==> config.mk <==
export PLATFORM = sky130hd
export DESIGN_NAME = rc4_stream_cipher
export DESIGN_NICKNAME = d
export VERILOG_FILES = /design/src/design/rc4_pkg.sv /design/src/design/rc4_stream_cipher.sv /design/src/design/rc4_perm_ram.sv /design/src/design/rc4_ctrl.sv
export SDC_FILE = /design/constraint.sdc
export NUM_CORES = 2
export LEC_CHECK = 0
export BUFFER_PORTS_ARGS = -buffer_cell sky130_fd_sc_hd__clkbuf_2
export CAP_MARGIN = 40
export CORE_MARGIN = 2
export CORE_UTILIZATION = 40
export CTS_CLUSTER_DIAMETER = 60
export DETAILED_ROUTE_END_ITERATION = 6
export PLACE_DENSITY = 0.58
export SLEW_MARGIN = 25
export SYNTH_ARGS = -nofsm -noshare
export SYNTH_HDL_FRONTEND = slang
export SYNTH_SLANG_ARGS = --single-unit
==> constraint.sdc <==
create_clock -name clock -period 11.3 [get_ports clock]
set_clock_uncertainty 0.05 [all_clocks]
set_input_delay 2.26 -clock clock [delete_from_list [all_inputs] [get_ports clock]]
set_output_delay 2.26 -clock clock [all_outputs]
set_load 0.01 [all_outputs]
==> src/design/rc4_pkg.sv <==
// ----------------------------------------------------------------------------
// rc4_pkg
// Shared types and constants for the byte-oriented stream cipher: request
// and response payloads, sequencer states and table write bundle.
// ----------------------------------------------------------------------------
package rc4_pkg;

   localparam int ADDR_W      = 8;
   localparam int TABLE_DEPTH = 256;
   localparam int KEY_W       = 64;
   localparam logic [ADDR_W-1:0] LAST_INDEX = 8'hFF;

   localparam logic ACTION_RESTART = 1'b0;
   localparam logic ACTION_DATA    = 1'b1;

   typedef struct packed {
      logic       action;
      logic [7:0] data_in;
      logic       end_of_chunk;
   } req_type;

   typedef struct packed {
      logic [7:0] data_out;
      logic       last_out;
   } rsp_type;

   typedef struct packed {
      logic              en;
      logic [ADDR_W-1:0] addr;
      logic [7:0]        data;
   } wr_type;

   typedef struct packed {
      logic    valid;
      rsp_type payload;
   } res_type;

   typedef enum logic [2:0] {
      ST_FILL,
      ST_IDLE,
      ST_RD_A,
      ST_RD_B,
      ST_WR_A,
      ST_WR_B,
      ST_KS
   } state_type;

endpackage

==> src/design/rc4_stream_cipher.sv <==
// Data request: steps RD_A, RD_B, WR_A, WR_B and KS, holding in KS while the
// response register is stalled; the response is registered. No new request is
// taken before the return to IDLE; the table has single read and write ports.
// Restart request: identity fill plus 256 swaps before the next request is
// taken; no response is given. Reset: synchronous; an identity fill of the
// table runs with req_ready low. Key register writes are taken at any time.
// ----------------------------------------------------------------------------
// rc4_stream_cipher
// Stream cipher top level: key register, response register and the table
// sequencer.
// ----------------------------------------------------------------------------
module rc4_stream_cipher (
   input  logic                       clock,
   input  logic                       reset,
   input  logic                       req_valid,
   output logic                       req_ready,
   input  rc4_pkg::req_type           req_data,
   output logic                       rsp_valid,
   input  logic                       rsp_ready,
   output rc4_pkg::rsp_type           rsp_data,
   input  logic                       csr_valid,
   output logic                       csr_ready,
   input  logic [rc4_pkg::KEY_W-1:0]  csr_data
);

   logic [rc4_pkg::KEY_W-1:0] key_ff;
   logic                      rsp_valid_ff, rsp_valid_in;
   rc4_pkg::rsp_type          rsp_data_ff, rsp_data_in;
   rc4_pkg::res_type          res;
   logic                      res_busy;

   assign csr_ready = 1'b1;
   assign res_busy  = rsp_valid_ff && !rsp_ready;

   rc4_ctrl u_ctrl (
      .clock     (clock),
      .reset     (reset),
      .req_valid (req_valid),
      .req_ready (req_ready),
      .req_data  (req_data),
      .key_word  (key_ff),
      .res_busy  (res_busy),
      .res       (res)
   );

   always_ff @(posedge clock) begin
      if (reset) begin
         key_ff <= '0;
      end else if (csr_valid && csr_ready) begin
         key_ff <= csr_data;
      end
   end

   always_comb begin
      rsp_valid_in = rsp_valid_ff && !rsp_ready;
      rsp_data_in  = rsp_data_ff;
      if (res.valid) begin
         rsp_valid_in = 1'b1;
         rsp_data_in  = res.payload;
      end
   end

   always_ff @(posedge clock) begin
      if (reset) begin
         rsp_valid_ff <= 1'b0;
      end else begin
         rsp_valid_ff <= rsp_valid_in;
      end
   end

   always_ff @(posedge clock) begin
      rsp_data_ff <= rsp_data_in;
   end

   assign rsp_valid = rsp_valid_ff;
   assign rsp_data  = rsp_data_ff;

endmodule

==> src/design/rc4_perm_ram.sv <==
// ----------------------------------------------------------------------------
// rc4_perm_ram
// Permutation table: one write port, one read port with registered data.
// ----------------------------------------------------------------------------
module rc4_perm_ram (
   input  logic                        clock,
   input  rc4_pkg::wr_type             wr,
   input  logic                        rd_en,
   input  logic [rc4_pkg::ADDR_W-1:0]  rd_addr,
   output logic [7:0]                  rd_data
);

   logic [7:0] mem [rc4_pkg::TABLE_DEPTH];
   logic [7:0] rd_data_ff;

   always_ff @(posedge clock) begin
      if (wr.en) begin
         mem[wr.addr] <= wr.data;
      end
   end

   always_ff @(posedge clock) begin
      if (rd_en) begin
         rd_data_ff <= mem[rd_addr];
      end
   end

   assign rd_data = rd_data_ff;

endmodule

==> src/design/rc4_ctrl.sv <==
// ----------------------------------------------------------------------------
// rc4_ctrl
// Table sequencer: identity fill, key schedule swaps and per-byte
// keystream generation around the permutation table.
// ----------------------------------------------------------------------------
module rc4_ctrl (
   input  logic                              clock,
   input  logic                              reset,
   input  logic                              req_valid,
   output logic                              req_ready,
   input  rc4_pkg::req_type                  req_data,
   input  logic [rc4_pkg::KEY_W-1:0]         key_word,
   input  logic                              res_busy,
   output rc4_pkg::res_type                  res
);

   rc4_pkg::state_type state_ff, state_in;
   logic [rc4_pkg::ADDR_W-1:0] a_ff, a_in;
   logic [rc4_pkg::ADDR_W-1:0] b_ff, b_in;
   logic [rc4_pkg::ADDR_W-1:0] ia_ff, ia_in;
   logic [rc4_pkg::ADDR_W-1:0] ib_ff, ib_in;
   logic [7:0]                 va_ff, va_in;
   logic [7:0]                 vb_ff, vb_in;
   logic                       key_mode_ff, key_mode_in;
   logic                       fwd_ff, fwd_in;
   logic [7:0]                 byte_ff, byte_in;
   logic                       last_ff, last_in;

   rc4_pkg::wr_type            wr;
   logic                       rd_en;
   logic [rc4_pkg::ADDR_W-1:0] rd_addr;
   logic [7:0]                 rd_data;
   logic [7:0]                 key_byte;
   logic [rc4_pkg::ADDR_W-1:0] ks_addr;
   logic [7:0]                 ks;

   rc4_perm_ram u_ram (
      .clock   (clock),
      .wr      (wr),
      .rd_en   (rd_en),
      .rd_addr (rd_addr),
      .rd_data (rd_data)
   );

   assign key_byte = key_word[{a_ff[2:0], 3'b000} +: 8];
   assign ks_addr  = va_ff + vb_ff;
   assign ks       = fwd_ff ? va_ff : rd_data;

   always_ff @(posedge clock) begin
      if (reset) begin
         state_ff    <= rc4_pkg::ST_FILL;
         a_ff        <= '0;
         ia_ff       <= '0;
         ib_ff       <= '0;
         key_mode_ff <= 1'b0;
      end else begin
         state_ff    <= state_in;
         a_ff        <= a_in;
         ia_ff       <= ia_in;
         ib_ff       <= ib_in;
         key_mode_ff <= key_mode_in;
      end
   end

   always_ff @(posedge clock) begin
      b_ff    <= b_in;
      va_ff   <= va_in;
      vb_ff   <= vb_in;
      fwd_ff  <= fwd_in;
      byte_ff <= byte_in;
      last_ff <= last_in;
   end

   always_comb begin
      state_in    = state_ff;
      a_in        = a_ff;
      b_in        = b_ff;
      ia_in       = ia_ff;
      ib_in       = ib_ff;
      va_in       = va_ff;
      vb_in       = vb_ff;
      key_mode_in = key_mode_ff;
      fwd_in      = fwd_ff;
      byte_in     = byte_ff;
      last_in     = last_ff;
      wr          = '0;
      rd_en       = 1'b0;
      rd_addr     = a_ff;
      req_ready   = 1'b0;
      res         = '0;

      case (state_ff)
         rc4_pkg::ST_FILL: begin
            wr.en   = 1'b1;
            wr.addr = a_ff;
            wr.data = a_ff;
            a_in    = a_ff + 8'd1;
            if (a_ff == rc4_pkg::LAST_INDEX) begin
               if (key_mode_ff) begin
                  ib_in    = '0;
                  state_in = rc4_pkg::ST_RD_A;
               end else begin
                  state_in = rc4_pkg::ST_IDLE;
               end
            end
         end
         rc4_pkg::ST_IDLE: begin
            req_ready = 1'b1;
            if (req_valid) begin
               if (req_data.action == rc4_pkg::ACTION_RESTART) begin
                  key_mode_in = 1'b1;
                  a_in        = '0;
                  state_in    = rc4_pkg::ST_FILL;
               end else begin
                  key_mode_in = 1'b0;
                  a_in        = ia_ff + 8'd1;
                  ia_in       = ia_ff + 8'd1;
                  byte_in     = req_data.data_in;
                  last_in     = req_data.end_of_chunk;
                  state_in    = rc4_pkg::ST_RD_A;
               end
            end
         end
         rc4_pkg::ST_RD_A: begin
            rd_en    = 1'b1;
            rd_addr  = a_ff;
            state_in = rc4_pkg::ST_RD_B;
         end
         rc4_pkg::ST_RD_B: begin
            va_in = rd_data;
            if (key_mode_ff) begin
               b_in = ib_ff + rd_data + key_byte;
            end else begin
               b_in = ib_ff + rd_data;
            end
            ib_in    = b_in;
            rd_en    = 1'b1;
            rd_addr  = b_in;
            state_in = rc4_pkg::ST_WR_A;
         end
         rc4_pkg::ST_WR_A: begin
            vb_in    = rd_data;
            wr.en    = 1'b1;
            wr.addr  = a_ff;
            wr.data  = rd_data;
            state_in = rc4_pkg::ST_WR_B;
         end
         rc4_pkg::ST_WR_B: begin
            wr.en   = 1'b1;
            wr.addr = b_ff;
            wr.data = va_ff;
            if (key_mode_ff) begin
               a_in = a_ff + 8'd1;
               if (a_ff == rc4_pkg::LAST_INDEX) begin
                  ia_in       = '0;
                  ib_in       = '0;
                  key_mode_in = 1'b0;
                  state_in    = rc4_pkg::ST_IDLE;
               end else begin
                  state_in = rc4_pkg::ST_RD_A;
               end
            end else begin
               rd_en    = 1'b1;
               rd_addr  = ks_addr;
               fwd_in   = (ks_addr == b_ff);
               state_in = rc4_pkg::ST_KS;
            end
         end
         rc4_pkg::ST_KS: begin
            if (!res_busy) begin
               res.valid            = 1'b1;
               res.payload.data_out = byte_ff ^ ks;
               res.payload.last_out = last_ff;
               state_in             = rc4_pkg::ST_IDLE;
            end
         end
         default: begin
            state_in = rc4_pkg::ST_IDLE;
         end
      endcase
   end

   assert property (@(posedge clock) disable iff (reset)
      wr.en |-> (state_ff == rc4_pkg::ST_FILL || state_ff == rc4_pkg::ST_WR_A ||
                 state_ff == rc4_pkg::ST_WR_B))
      else $error("table written outside a write step");

   assert property (@(posedge clock) disable iff (reset)
      res.valid |-> (state_ff == rc4_pkg::ST_KS && !key_mode_ff))
      else $error("result raised outside keystream step");

   assert property (@(posedge clock) disable iff (reset)
      (state_ff == rc4_pkg::ST_WR_B && key_mode_ff && a_ff == rc4_pkg::LAST_INDEX)
      |=> (ia_ff == '0 && ib_ff == '0 && state_ff == rc4_pkg::ST_IDLE))
      else $error("indices not cleared after key schedule");

endmodule

==> results.md <==
- Vias: 57,700
- Setup TNS Final: 0 ns
- Share of post-route cells with drive strength above 1: 11.7%
- RePlAce Congestion: between 0.8 and 0.9
- Fin crit period: between 7 and 8 ns
- Cell variety after synth: 93
- Core Util, Final: 45.6%
- Clock Path Buffers: 3
- Tcrit/Tclk final: 64.9%
- Syn_nets: 6,804
- Chip Width: roughly 480 um
- Wirelength per Cell: 26.0 um
- Failing checks: design-rule violations
- Hold WS: 0.411 ns
- All-Layer GR Usage: 22.1%
- Hpwl dp: 150 mm
- Worst-skew pair later-pin latency: 0.89 ns
- WS Path Type: flip-flop to flip-flop
- Post-synth top flop: edfxtp_1
- Crit path to: u_ctrl.u_ram.rd_data[6]
- Critical path data arrival time: 7.87 ns
- Drt pass-1 iters: 7
- First-pass GRT wire length: 377 mm
- Number of global-route vias before repair: 54,100
- Min-delay src: u_ctrl.ib_ff[6]
- Total leakage power: 34.3 nW
- CP required: 11.83 ns
- Die height: 477 um
- Iter 0 DRT Violations: around 6,900
- Core Region: around 0.22 sq mm
- #FFs+latches synth: 2,192
- Aggregate routed wire length: around 260 mm
- FMAX: 136 MHz
- Worst-margin pin slew: 1.11 ns
- EDFF count, synth: 2,099
- Final Hold Fails: 0
- CTS tree: done
- Ys Warns: 0
- Crit Path Max Fanout: a little under 90
- Slew margin rel.: 26.2%
- Initial antenna violation count: 8
- PD cells: ~170 mW/mm^2
- Routed Antenna Nets: 0
- Row count: between 150 and 200
- CTS sink count: 2,192
- Post-CTS resize count: 0
- Root buffer cell: clkbuf_16
- Vias/cell: between 5 and 6
- Die ar.: 0.228 sq mm
- Area Growth Syn to Fin: 13.2%
- CTS buffer count: 220
- Critical Path Source: u_ctrl.a_ff[0]
- Io pins: slightly above 90
- H-tree levels: 4
- Mean Syn Cell Area: approximately 13 sq um
- Reg2Reg Depth: 20
- Slew Limit Fails: 0
- Post-CTS setup buffers: 0
- Largest net degree at the start of global routing: 192
- Buffers on Ports: 89
- Max_cap viols: 0
- Mapped cell area: 0.0895 sq mm
- Post-Synthesis Cells: ~6,700
- CP Capture Type: flip-flop
- Fin nets: 6,914
- FF-to-FF End: u_ctrl.u_ram.rd_data[6]
- Setup Viol. Count Final: 0
- Async SR Flop Fraction: 0%
- Worst vdd ir: around 0.00018 V
- Hold-fix buffers at CTS: 0
- Initial Utilization: 40.3%
- CTS clk-pin slew, worst paths: 0.07 ns
- Global route total overflow: 0
- Hold Crit Class: flip-flop to flip-flop
- Sequential share of the synthesized area: between 70 and 80%
- Run status: finished with violations
- Critical path startpoint category: flip-flop
- R2R setup slack: 3.97 ns
- FF-to-FF Start: u_ctrl.a_ff[0]
- Drc violations: 2
- RSZ-0062 raised after global routing: no
[how the worst min path moves through the flow]
stage / end / slack (ns) / cells after the start
after floorplan: u_ctrl.ib_ff[6] / 0.39 / 2
after global placement: u_ctrl.ib_ff[6] / 0.40 / 2
after detailed placement: u_ctrl.ib_ff[6] / 0.40 / 2
after CTS: u_ctrl.ib_ff[6] / 0.41 / 2
after global routing: u_ctrl.ib_ff[6] / 0.45 / 2
final: u_ctrl.ib_ff[6] / 0.41 / 2
[placed cells by master (no fill, tap or decap), types with 33 or more instances in the layout]
cell type	count
a311oi_1	90
a22oi_1	76
buf_4	216
clkbuf_2	87
nand3_1	465
clkbuf_16	222
a21oi_1	73
nor2_1	395
nand2_1	1510
a211oi_1	197
clkinv_2	37
a221oi_1	33
mux4_2	50
and3_1	290
a32oi_1	74
clkinv_1	46
edfxtp_1	2099
clkbuf_1	41
nor3_1	37
dfxtp_1	92
a31oi_1	195
mux2i_1	150
[flip-flops by register name (all words and copies together) (netlist names)]
signal	count
u_ctrl.b_ff	8
rsp_valid	1
u_ctrl.a_ff	8
key_ff	64
u_ctrl.ib_ff	8
u_ctrl.key_mode_ff	1
u_ctrl.u_ram.rd_data	8
u_ctrl.fwd_ff	1
u_ctrl.state_ff	3
u_ctrl.vb_ff	8
u_ctrl.last_ff	1
u_ctrl.ia_ff	8
u_ctrl.u_ram.mem	2048
rsp_data	9
u_ctrl.byte_ff	8
u_ctrl.va_ff	8
[logic make-up (layout without fill, tap and decap cells)]
kind of cell / Yosys count / after routing / share of synthesized area (%)
AO/OA/AOI/OAI: 892 / 892 / 7.37
XOR/XNOR: 37 / 37 / 0.370
adder cells (fa/ha/maj): 26 / 26 / 0.388
buffers and inverters: 504 / 784 / 2.54
flip-flops: 2192 / 2192 / 72.5
multiplexers: 207 / 207 / 3.03
other: 1 / 4 / 0.00419
AND/OR/NAND/NOR: 2840 / 2840 / 13.8
[critical path, stage by stage, from the launching register on]
cell and delay (ns):
dfxtp_1 0.66, mux4_2 0.58, mux2_2 0.28, ha_1 0.22
inv_1 0.09, fa_1 0.41, mux2i_1 0.25, o22a_2 0.17
buf_4 0.56, and2_4 0.51, buf_12 0.29, buf_12 0.36
buf_4 0.59, mux2i_1 0.25, a32oi_1 0.09, a2111oi_0 0.55
buf_1 0.20, a31oi_1 0.08, nand3_1 0.18, o22a_1 0.37
o221ai_2 0.15
[cell usage after synthesis (all sizes together), types with 4 or more instances]
master     n  area share, %
buf      248            1.5
o32ai      4          0.048
xor2      18           0.18
a32oi     74           0.72
o211ai     4          0.034
mux2i    150            1.7
a21o      13           0.11
o21a       6          0.050
or3        6          0.042
a31oi    195            1.4
and2       5          0.035
nand2   1529            6.4
clkbuf   233           0.98
dfxtp     93            2.1
a32o      19           0.21
mux4      50            1.3
o311ai     8          0.078
nor4      35           0.29
nand3b     7          0.059
ha        23           0.32
a211oi   198            1.7
inv       22          0.095
o22ai     16           0.12
a311oi    90           0.88
xnor2     19           0.19
and3     290            2.0
nor2     417            1.8
edfxtp  2099             70
o31ai      5          0.042
o221ai     5          0.056
a221oi    36           0.39
mux2       7          0.092
a22o       8          0.078
a22oi     77           0.66
nor3      39           0.23
a21oi     78           0.45
nand3    466            2.6
o21ai     33           0.19
nand4     23           0.16
[cell type report]
class / instances / area, sq um
diodes: 3 / 7.51
clock buffers: 270 / 5810
clock inverters: 122 / 1110
fillers: 19600 / 121000
inverters: 23 / 88.8
multi-input cells: 4003 / 22700
flip-flops and latches: 2192 / 64900
well taps: 2975 / 3720
repair buffers: 369 / 3100
[power by group]
group	internal (W)	switching, W	total, W
registers	0.00888	0.0000114	0.00889
logic	0.000415	0.000989	0.00140
clock network	0.00393	0.00316	0.00708
[through the flow]
| step | area (sq um) | worst slack (ns) | std cells | power [W] |
|---|---|---|---|---|
| finish | 101000 | 3.97 | 9957 | 0.0174 |
| global route | 101000 | 3.62 | 9954 | 0.0179 |
| global placement | 92800 | 3.75 | 9394 | 0.0104 |
| CTS | 101000 | 3.93 | 9854 | 0.0175 |
| floorplan | 89500 | 2.50 | 6699 | 0.00996 |
| detailed placement | 93600 | 3.97 | 9462 | 0.0105 |
[routing by layer]
metal,share of wire [%],track usage (%),vias to the layer above
met5,0,0,-
met4,3.5,7.70,0
met3,8.3,3.70,433
met2,46,34.0,2539
met1,43,31.6,29300
li1,-,-,25500
(Power assumes the default switching activity.)
